===== src/rtl/per_sender_sequence_gap_tracker_unit_defines.svh =====
// Assertion macros shared by the sequence gap tracker modules.
// No dependencies; included by the modules that carry assertions.
`ifndef PER_SENDER_SEQUENCE_GAP_TRACKER_UNIT_DEFINES_SVH
`define PER_SENDER_SEQUENCE_GAP_TRACKER_UNIT_DEFINES_SVH

// Same-cycle implication, disabled during reset
`define PSGT_ASSERT_SAME(label, clk, rst_n, ante, cons, msg) \
	label: assert property (@(posedge clk) disable iff (!(rst_n)) \
		(ante) |-> (cons)) else $error(msg);

// Next-cycle implication, disabled during reset
`define PSGT_ASSERT_NEXT(label, clk, rst_n, ante, cons, msg) \
	label: assert property (@(posedge clk) disable iff (!(rst_n)) \
		(ante) |=> (cons)) else $error(msg);

`endif


===== src/rtl/psgt_pkg.sv =====
// Shared types and constants of the sequence gap tracker.
// No dependencies; imported by every module of the block except psgt_ram.
package psgt_pkg;

	localparam int NUM_SENDERS_DEF = 256;
	localparam int SID_IN_W        = 8;
	localparam int SEQ_W           = 8;
	localparam int CNT_W           = 32;

	typedef enum logic [1:0] {
		ACT_RX_VALID   = 2'd0,
		ACT_RX_INVALID = 2'd1,
		ACT_TX_DONE    = 2'd2,
		ACT_CLEAR      = 2'd3
	} action_t;

	// One accepted event
	typedef struct packed {
		action_t               action;
		logic [SID_IN_W-1:0]   node_id;
		logic [SEQ_W-1:0]      seq_num;
	} item_t;

	// Per-frame verdict from the sender table
	typedef struct packed {
		logic [SEQ_W-1:0] lost;
		logic             first;
	} frame_res_t;

endpackage


===== src/rtl/psgt_ram.sv =====
// Generic single-write, single-read RAM with registered read data.
// No dependencies; reads return the old contents on a same-address write.
module psgt_ram #(
	parameter int WIDTH = 8,
	parameter int DEPTH = 256
) (
	input  logic                     clk,
	input  logic                     we,
	input  logic [$clog2(DEPTH)-1:0] waddr,
	input  logic [WIDTH-1:0]         wdata,
	input  logic                     re,
	input  logic [$clog2(DEPTH)-1:0] raddr,
	output logic [WIDTH-1:0]         rdata
);

	logic [WIDTH-1:0] mem_q [DEPTH];

	// write port and read-first registered read port
	always_ff @(posedge clk) begin
		if (we) begin
			mem_q[waddr] <= wdata;
		end
		if (re) begin
			rdata <= mem_q[raddr];
		end
	end

endmodule


===== src/rtl/psgt_sender_table.sv =====
// Per-sender state: seen bits in flops, last sequence numbers in a RAM.
// Depends on psgt_pkg, psgt_ram and the assertion macro header.
`include "per_sender_sequence_gap_tracker_unit_defines.svh"

module psgt_sender_table import psgt_pkg::*; #(
	parameter int NUM_SENDERS = NUM_SENDERS_DEF
) (
	input  logic                clk,
	input  logic                arst_n,
	input  logic                accept,
	input  logic [SID_IN_W-1:0] node_id,
	input  logic                valid_s1,
	input  item_t               item_s1,
	output frame_res_t          res
);

	localparam int SID_W = $clog2(NUM_SENDERS);
	localparam logic [SID_IN_W:0] NUM_SENDERS_L = (SID_IN_W+1)'(NUM_SENDERS);

	logic [NUM_SENDERS-1:0] seen_q;
	logic                   fwd_hit_s1;
	logic [SEQ_W-1:0]       fwd_seq_s1;
	logic [SEQ_W-1:0]       ram_rdata;
	logic [SID_W-1:0]       idx_s1;
	logic [SID_W-1:0]       idx_in;
	logic                   in_range_s1;
	logic                   is_frame_s1;
	logic                   is_clear_s1;
	logic                   wr_en;
	logic                   seen_now;
	logic [SEQ_W-1:0]       last_seq;
	logic [SEQ_W-1:0]       expected;

	assign idx_s1      = item_s1.node_id[SID_W-1:0];
	assign idx_in      = node_id[SID_W-1:0];
	assign in_range_s1 = {1'b0, item_s1.node_id} < NUM_SENDERS_L;
	assign is_frame_s1 = valid_s1 && (item_s1.action == ACT_RX_VALID);
	assign is_clear_s1 = valid_s1 && (item_s1.action == ACT_CLEAR);
	assign wr_en       = is_frame_s1 && in_range_s1;

	// last sequence table, read at accept, written when the frame resolves
	psgt_ram #(
		.WIDTH (SEQ_W),
		.DEPTH (NUM_SENDERS)
	) u_last_seq (
		.clk   (clk),
		.we    (wr_en),
		.waddr (idx_s1),
		.wdata (item_s1.seq_num),
		.re    (accept),
		.raddr (idx_in),
		.rdata (ram_rdata)
	);

	// forward a write that lands on the same edge as the read of the same sender
	always_ff @(posedge clk or negedge arst_n) begin
		if (!arst_n) begin
			fwd_hit_s1 <= 1'b0;
		end else if (accept) begin
			fwd_hit_s1 <= wr_en && (idx_s1 == idx_in);
		end
	end

	always_ff @(posedge clk) begin
		if (accept) begin
			fwd_seq_s1 <= item_s1.seq_num;
		end
	end

	// seen bits: cleared by reset and by a clear item
	always_ff @(posedge clk or negedge arst_n) begin
		if (!arst_n) begin
			seen_q <= '0;
		end else if (is_clear_s1) begin
			seen_q <= '0;
		end else if (wr_en) begin
			seen_q[idx_s1] <= 1'b1;
		end
	end

	// gap computation for the item in stage 1
	always_comb begin
		seen_now  = in_range_s1 && seen_q[idx_s1];
		last_seq  = fwd_hit_s1 ? fwd_seq_s1 : ram_rdata;
		expected  = last_seq + SEQ_W'(1);
		res.lost  = (is_frame_s1 && seen_now) ? (item_s1.seq_num - expected) : '0;
		res.first = is_frame_s1 && in_range_s1 && !seen_now;
	end

	`PSGT_ASSERT_SAME(a_first_no_loss, clk, arst_n, res.first, res.lost == '0,
		"first frame of a sender reported a loss")
	`PSGT_ASSERT_NEXT(a_clear_seen, clk, arst_n, is_clear_s1, seen_q == '0,
		"seen bits not cleared by clear item")
	`PSGT_ASSERT_NEXT(a_write_sets_seen, clk, arst_n, wr_en, seen_q[$past(idx_s1)],
		"seen bit not set after frame")

endmodule


===== src/rtl/psgt_counters.sv =====
// Statistics counters and the registered result of each item.
// Depends on psgt_pkg and the assertion macro header.
`include "per_sender_sequence_gap_tracker_unit_defines.svh"

module psgt_counters import psgt_pkg::*; (
	input  logic             clk,
	input  logic             arst_n,
	input  logic             valid_s1,
	input  action_t          action_s1,
	input  frame_res_t       res,
	output logic             done,
	output logic [SEQ_W-1:0] lost_now,
	output logic             first_from_sender,
	output logic [CNT_W-1:0] rx_count,
	output logic [CNT_W-1:0] rx_invalid_count,
	output logic [CNT_W-1:0] drop_count,
	output logic [CNT_W-1:0] tx_count
);

	logic             done_q;
	logic [SEQ_W-1:0] lost_q;
	logic             first_q;
	logic [CNT_W-1:0] rx_q;
	logic [CNT_W-1:0] inv_q;
	logic [CNT_W-1:0] drop_q;
	logic [CNT_W-1:0] tx_q;

	// counters update as the item leaves stage 1
	always_ff @(posedge clk or negedge arst_n) begin
		if (!arst_n) begin
			done_q <= 1'b0;
			rx_q   <= '0;
			inv_q  <= '0;
			drop_q <= '0;
			tx_q   <= '0;
		end else begin
			done_q <= valid_s1;
			if (valid_s1) begin
				unique case (action_s1)
					ACT_RX_VALID: begin
						rx_q   <= rx_q + CNT_W'(1);
						drop_q <= drop_q + {{(CNT_W-SEQ_W){1'b0}}, res.lost};
					end
					ACT_RX_INVALID: begin
						inv_q <= inv_q + CNT_W'(1);
					end
					ACT_TX_DONE: begin
						tx_q <= tx_q + CNT_W'(1);
					end
					ACT_CLEAR: begin
						rx_q   <= '0;
						inv_q  <= '0;
						drop_q <= '0;
						tx_q   <= '0;
					end
					default: begin
						rx_q <= rx_q;
					end
				endcase
			end
		end
	end

	// per-item result fields
	always_ff @(posedge clk) begin
		if (valid_s1) begin
			lost_q  <= res.lost;
			first_q <= res.first;
		end
	end

	assign done              = done_q;
	assign lost_now          = lost_q;
	assign first_from_sender = first_q;
	assign rx_count          = rx_q;
	assign rx_invalid_count  = inv_q;
	assign drop_count        = drop_q;
	assign tx_count          = tx_q;

	`PSGT_ASSERT_NEXT(a_result_follows, clk, arst_n, valid_s1, done_q,
		"item in stage 1 produced no result")
	`PSGT_ASSERT_NEXT(a_clear_zero, clk, arst_n, valid_s1 && (action_s1 == ACT_CLEAR),
		(rx_q == '0) && (inv_q == '0) && (drop_q == '0) && (tx_q == '0),
		"counters not zero after clear")
	`PSGT_ASSERT_NEXT(a_rx_step, clk, arst_n, valid_s1 && (action_s1 == ACT_RX_VALID),
		rx_q == ($past(rx_q) + CNT_W'(1)), "rx counter did not step by one")

endmodule


===== src/rtl/per_sender_sequence_gap_tracker_unit.sv =====
// Top level of the per-sender sequence gap tracker.
// Depends on psgt_pkg, psgt_sender_table, psgt_counters and psgt_ram.

// One item is taken per clock whenever start is high; busy stays low. Each
// item yields one result after passing the input register (with the
// registered read of the last-sequence RAM beside it) and the result register;
// done is high for a single cycle and the result is taken at the edge that
// ends it; the receiver has no way to stall it. A frame from the same sender
// whose RAM write lands on the edge of the read is forwarded around the RAM.
// Result counters show the totals after the item's update.
module per_sender_sequence_gap_tracker_unit import psgt_pkg::*; #(
	parameter int NUM_SENDERS = NUM_SENDERS_DEF
) (
	input  logic                clk,
	input  logic                arst_n,
	input  logic                start,
	output logic                busy,
	input  logic [1:0]          action,
	input  logic [SID_IN_W-1:0] node_id,
	input  logic [SEQ_W-1:0]    seq_num,
	output logic                done,
	output logic [SEQ_W-1:0]    lost_now,
	output logic                first_from_sender,
	output logic [CNT_W-1:0]    rx_count,
	output logic [CNT_W-1:0]    rx_invalid_count,
	output logic [CNT_W-1:0]    drop_count,
	output logic [CNT_W-1:0]    tx_count
);

	logic       accept;
	logic       valid_s1;
	item_t      item_s1;
	frame_res_t res;

	assign busy   = 1'b0;
	assign accept = start && !busy;

	// input register
	always_ff @(posedge clk or negedge arst_n) begin
		if (!arst_n) begin
			valid_s1 <= 1'b0;
		end else begin
			valid_s1 <= accept;
		end
	end

	always_ff @(posedge clk) begin
		if (accept) begin
			item_s1.action  <= action_t'(action);
			item_s1.node_id <= node_id;
			item_s1.seq_num <= seq_num;
		end
	end

	psgt_sender_table #(
		.NUM_SENDERS (NUM_SENDERS)
	) u_table (
		.clk      (clk),
		.arst_n   (arst_n),
		.accept   (accept),
		.node_id  (node_id),
		.valid_s1 (valid_s1),
		.item_s1  (item_s1),
		.res      (res)
	);

	psgt_counters u_counters (
		.clk               (clk),
		.arst_n            (arst_n),
		.valid_s1          (valid_s1),
		.action_s1         (item_s1.action),
		.res               (res),
		.done              (done),
		.lost_now          (lost_now),
		.first_from_sender (first_from_sender),
		.rx_count          (rx_count),
		.rx_invalid_count  (rx_invalid_count),
		.drop_count        (drop_count),
		.tx_count          (tx_count)
	);

endmodule


===== config.mk =====
export PLATFORM = sky130hd
export DESIGN_NAME = per_sender_sequence_gap_tracker_unit
export DESIGN_NICKNAME = d
export VERILOG_FILES = /design/src/rtl/psgt_pkg.sv /design/src/rtl/psgt_ram.sv /design/src/rtl/psgt_sender_table.sv /design/src/rtl/psgt_counters.sv /design/src/rtl/per_sender_sequence_gap_tracker_unit.sv
export VERILOG_INCLUDE_DIRS = /design/src /design/src/rtl
export SDC_FILE = /design/constraint.sdc
export NUM_CORES = 2
export LEC_CHECK = 0
export ABC_CLOCK_PERIOD_IN_PS = 7100
export BUFFER_PORTS_ARGS = -buffer_cell sky130_fd_sc_hd__buf_2
export CORE_MARGIN = 3
export CORE_UTILIZATION = 60
export DETAILED_ROUTE_END_ITERATION = 10
export PLACE_DENSITY = 0.77
export RECOVER_POWER = 100
export SLEW_MARGIN = 10
export SYNTH_ARGS = -nofsm -noshare
export SYNTH_HDL_FRONTEND = slang
export SYNTH_SLANG_ARGS = --single-unit

===== constraint.sdc =====
create_clock -name clk -period 7.1 [get_ports clk]
set_input_delay 1.42 -clock clk [delete_from_list [all_inputs] [get_ports clk]]
set_output_delay 1.42 -clock clk [all_outputs]
set_load 0.02 [all_outputs]

* Yosys cells after proc, flatten, opt, wreduce, memory -nomap -nowiden *
Memories as Yosys holds them, arrays and structs flattened. A register that Yosys moved wholly into a read port is not among the register bits.
Index checks and enable logic that the tools add are counted.

storage, ports and cells
  register bits = 422
  bits in writable memories = 2048
  bits of input ports = 21
  output and inout port bits = 139
  logic and storage cells = 57
  memories kept = 1

memories
  name                      words  bits a word  read ports  clocked after Yosys merged registers in  wr ports  RTL line        source
  u_table.u_last_seq.mem_q  256    8            1           1                                        1         psgt_ram.sv:16  logic [WIDTH-1:0] mem_q [DEPTH];

cells by class
  add/sub/neg operators = 6
  order comparisons = 2
  eq/ne operators = 4
  multiplexer cells = 14
  bitwise gates (word level) = 1
  reductions and logical operators = 15

operators by type and width
  cell                   count
  $mux 256               2
  $or 256x256->256       1
  $pmux 32 s2            4
  $add 32x1->32 const B  3
  $add 32x8->32          1
  $mux 8                 2
  $lt 8x9->1 const B     1
  $add 8x1->8 const B    1
  $bmux 1 s8             1
  $demux 1 s8            1
  $eq 8x8->1             1
  $ge 8x1->1 const B     1
  $reduce_bool 2->1      4
  $sub 8x8->8            1
  $logic_and 1x1->1      6
  $reduce_and 2->1       3
  $eq 2x2->1 const B     2
  $mux 1                 4
  $eq 2x1->1 const B     1
  $logic_not 2->1        1
  $logic_not 1->1        1

* Logic depth before layout (Yosys ltp) *
  depth after elaboration = 7
  gate-level depth with buffers = 21

* By module *
From an unflattened synthesis, not the netlist that was laid out.

second synthesis, totals
  cell total of the unflattened synthesis = 5666
  area, all modules = 99723.1 um^2

modules (own cells, without submodules)
  module                                times used  cells an instance  area an instance (um^2)
  psgt_ram                              1           3733               79636.4
  psgt_sender_table                     1           1168               12343.1
  psgt_counters                         1           744                7166.9
  per_sender_sequence_gap_tracker_unit  1           21                 576.8

* Least setup slack after synthesis *
Ideal clock, no wire load.

  path type = reg-to-reg
  start point = reg, netlist name item_s1[0]
  end point = reg u_counters.drop_q[26], in the netlist u_counters.drop_count[26]
  arrival time = 6379 ps
  required time = 7022 ps
  path slack = 643 ps
  stages on the path, launching flop included = 17
  path buffers = 0
  period minus slack after synthesis = 6457 ps
  path through = edfxtp_1 -> ha_1 -> inv_1 -> fa_1 -> nor2b_1 -> o21ai_0 -> nand2b_1 -> a21o_1 -> a21oi_1 -> xor2_1 -> nor2_1 -> ha_1 -> nor3_1 -> nor2_1 -> nand4_1 -> or3_1 -> a21oi_1

RTL lines
  what                    RTL line             source
  end signal: assignment  psgt_counters.sv:42  drop_q <= drop_q + {{(CNT_W-SEQ_W){1'b0}}, res.lost};
  end: declaration        psgt_counters.sv:25  logic [CNT_W-1:0] drop_q;

==> impl_metrics.toml <==
[synth]
synth_top_cell_by_area = "sky130_fd_sc_hd__edfxtp_1"
synthesis.area_um2 = 97900
syn-mean-instance-area_um2 = 18.4
ys.flop_type = "sky130_fd_sc_hd__edfxtp_1"
yosysTopAreaCellShare_pct = 64.1
post_synth_main_area_contributors = "sky130_fd_sc_hd__edfxtp_1 64%, sky130_fd_sc_hd__mux4_2 13%, sky130_fd_sc_hd__dfrtp_1 9.9%"
synth-async-reset-ratio_pct = 15.6
synth.yosys.warnings = 0
synth-edff-count = 2091
post_synth_num_cell_types = 67
syn_nets = 5354
ys_ff_latch = 2478
synth-seq-area-share_pct = 74.0
synthCells = 5309

[worst_setup_path]
worst_ep_required_time_ps = 7700
signal_arrival_time_at_the_worst_endpoint_ps = 7330
critical_path.startpoint_type = "primary input"
setup_slack_on_the_worst_flop_to_flop_path_ps = 1100
critical_path.reg2reg.endpoint = "u_counters.drop_count[28]"
crit-reg2reg-launch = "item_s1[8]"
setup.worst_path.start = "node_id[3]"
setup.worst_path.end_class = "flip-flop"
ff2ff_path_depth = 17
timing.setup.critical_path_class = "primary input to flip-flop"
crit_fanout = 43

[clock_network]
clockBufferDepth = 3
cts_post_setup_buffers_inserted = 0
tritoncts.num_buffers = 233
cts_max_level = 4
tritoncts_num_sinks = 2478
cts_hold_buffers = 0
tritoncts_clock_tree = "done"
clock_insertion_delay_worst_skew_ps = 880
clock_input_transition_at_the_sequential_cells_of_the_worst_setup_and_hold_paths_ps = 70
ctsResizeCount = 0
clock-root-buffer = "sky130_fd_sc_hd__clkbuf_16"

[power]
p_per_area_nw_per_um2 = 280
finalPower_mw = 30.4
cellLeakagePower_nw = 36.8
ir_drop_mv = 0.275

[timing]
skew_ps = 65.9
final.period_utilization_pct = 94.7
transition_time_at_the_pin_with_the_least_slew_margin_ps = 5360
final.min_clock_period_ps = 6730
clock.fmax_mhz = 149
grt_setup_unrepaired = "no"
finalSetupTns_ps = 0
setup_viol_count_final = 0
final_hold_viol_count = 0
relSlewSlack_pct = -257
max_transition_viols_final = 2183

[die]
floorplan.die.height_um = 410
placeableCoreArea_um2 = 161000
die_boundary_width_um = 410
floorplan.initialDensity_pct = 60.7
design.portCount = 160
rows = 147
fp.dieArea_um2 = 168000

[layout]
sequential_standard_cell_area_um2 = 72500
final_common_cell = "sky130_fd_sc_hd__edfxtp_1"
post-route-cell-area_um2 = 109000
fillCellCount = 10100
final_layout_size_suffix_gt1_share_pct = 18.4
multi_input_area_um2 = 24100
layout.cells.most_common_list = "2091 x sky130_fd_sc_hd__edfxtp_1, 853 x sky130_fd_sc_hd__nor2_1, 579 x sky130_fd_sc_hd__mux4_2"
final_net_count = 5582
synth_to_layout_area_growth_pct = 11.0

[drt]
routed_via_density = 6.74
route.antenna.remaining_nets = 0
iteration_count_of_the_initial_detailed_routing_pass = 8
detail_route.drc_violations = 0
wl_per_cell_um = 31.1
routed_wl_um = 246000
drt_iter0_drc = 8490
vias_after_detailed_routing = 53300

[worst_hold_path]
hp-start = "u_table.seen_q[233]"
min_to = "u_table.seen_q[233]"
min-delay-path-class = "flip-flop to flip-flop"
holdPathStages = 1

[global_routing]
grt_antenna_before_repair = 4
grt_usage_pct = 29.6
global_route.overflow_total = 0
grt_max_degree = 255
grt_pass1_vias = 53100
grt_first_pass_wirelength_um = 362000

[placement]
io_buffer_count = 158
place_area_um2 = 101000
gp_congestion = 0.918
detailedPlacementHpwl_um = 146000

[run_status]
outcome = "complete, but fails checks"
violated_checks = "max-capacitance violations, max-slew violations"

[flow_run]
timing.max_cap.violations = 28
[report_power, final]
| part | internal (mW) | leakage, nW | switching [mW] |
|---|---|---|---|
| Clock | 7.17 | 3.82 | 5.50 |
| Combinational | 0.541 | 8.75 | 1.13 |
| Sequential | 16.0 | 24.2 | 0.0890 |
| Total | 23.7 | 36.8 | 6.72 |
[routing by layer]
| metal | global-route usage, % | share of wire [%] | wire length (um) |
|---|---|---|---|
| met1 | 42.3 | 37 | 91900 |
| met4 | 10.4 | 3.9 | 9660 |
| met2 | 44.9 | 47 | 115000 |
| met3 | 7.70 | 12 | 29900 |
| met5 | 0 | 0.0053 | 13 |
[worst max-delay path by stage]
stage / slack, ps / endpoint / depth (start not counted)
after CTS: 1240 / u_counters.drop_count[28] / 17
after detailed placement: 1290 / u_counters.drop_count[24] / 17
after global routing: 550 / u_table.u_last_seq.rdata[0] / 7
final: 370 / u_table.u_last_seq.rdata[2] / 7
after global placement: 1440 / u_counters.drop_count[26] / 17
after floorplan: 640 / u_counters.drop_count[26] / 16
[cell type report]
| class | count | area share, % |
|---|---|---|
| clock buffers | 273 | 5.56 |
| inverters | 26 | 0.0898 |
| multi-input cells | 2509 | 22.2 |
| well taps | 2160 | 2.49 |
| diodes | 3 | 0.00690 |
| flip-flops and latches | 2478 | 66.7 |
| clock inverters | 166 | 1.66 |
| repair buffers | 289 | 1.40 |
[kinds of logic after synthesis]
| kind of cell | Yosys count | share of synthesized area, % |
|---|---|---|
| AOI/OAI and AO/OA | 367 | 2.56 |
| xor gates and xnor gates | 122 | 1.09 |
| adders and majority gates | 24 | 0.322 |
| buffers and inverters | 322 | 1.40 |
| DFF | 2478 | 74.0 |
| muxes | 772 | 15.3 |
| other | 1 | 0.00383 |
| and+or+nand+nor | 1223 | 5.29 |
[cells in the mapped netlist (36+ instances only)]
library cell / count
sky130_fd_sc_hd__nand2_1: 113
sky130_fd_sc_hd__nand3_1: 71
sky130_fd_sc_hd__nand4_1: 37
sky130_fd_sc_hd__a211oi_1: 40
sky130_fd_sc_hd__o22ai_1: 51
sky130_fd_sc_hd__clkbuf_1: 169
sky130_fd_sc_hd__nor2_1: 854
sky130_fd_sc_hd__xor2_1: 68
sky130_fd_sc_hd__edfxtp_1: 2091
sky130_fd_sc_hd__dfrtp_1: 387
sky130_fd_sc_hd__a22oi_1: 57
sky130_fd_sc_hd__buf_2: 75
sky130_fd_sc_hd__mux2i_1: 167
sky130_fd_sc_hd__o21a_1: 36
sky130_fd_sc_hd__xnor2_1: 54
sky130_fd_sc_hd__a21oi_1: 60
sky130_fd_sc_hd__o21ai_0: 40
sky130_fd_sc_hd__mux4_2: 579
[worst max-delay path: stages]
cell and delay [ps]:
sky130_fd_sc_hd__clkbuf_1 2650, sky130_fd_sc_hd__nand2_1 1710, sky130_fd_sc_hd__a211oi_1 580, sky130_fd_sc_hd__a21oi_1 150
sky130_fd_sc_hd__nand4_1 330, sky130_fd_sc_hd__and3_1 310, sky130_fd_sc_hd__a211oi_1 70
[state kept, by name, summed over array words and instances, names as in the netlist]
name                          count
u_table.u_last_seq.mem_q       2048
u_table.seen_q                  256
u_counters.drop_count            32
u_counters.rx_count              32
u_counters.rx_invalid_count      32
u_counters.tx_count              32
item_s1                          18
u_counters.lost_now               8
u_table.fwd_seq_s1                8
u_table.u_last_seq.rdata          8
u_counters.done                   1
u_counters.first_from_sender      1
u_table.fwd_hit_s1                1
valid_s1                          1
[through the flow]
step                setup WS, ps  hold slack (ps)  std cells  utilization (%)
floorplan                    643              459       5309                -
global placement            1440              470       7460             62.8
detailed placement          1290              475       7460             62.8
CTS                         1240              489       7899             67.7
global route                 552              497       7901             67.4
finish                       374              486       7904             67.4
(Power assumes the default switching activity.)
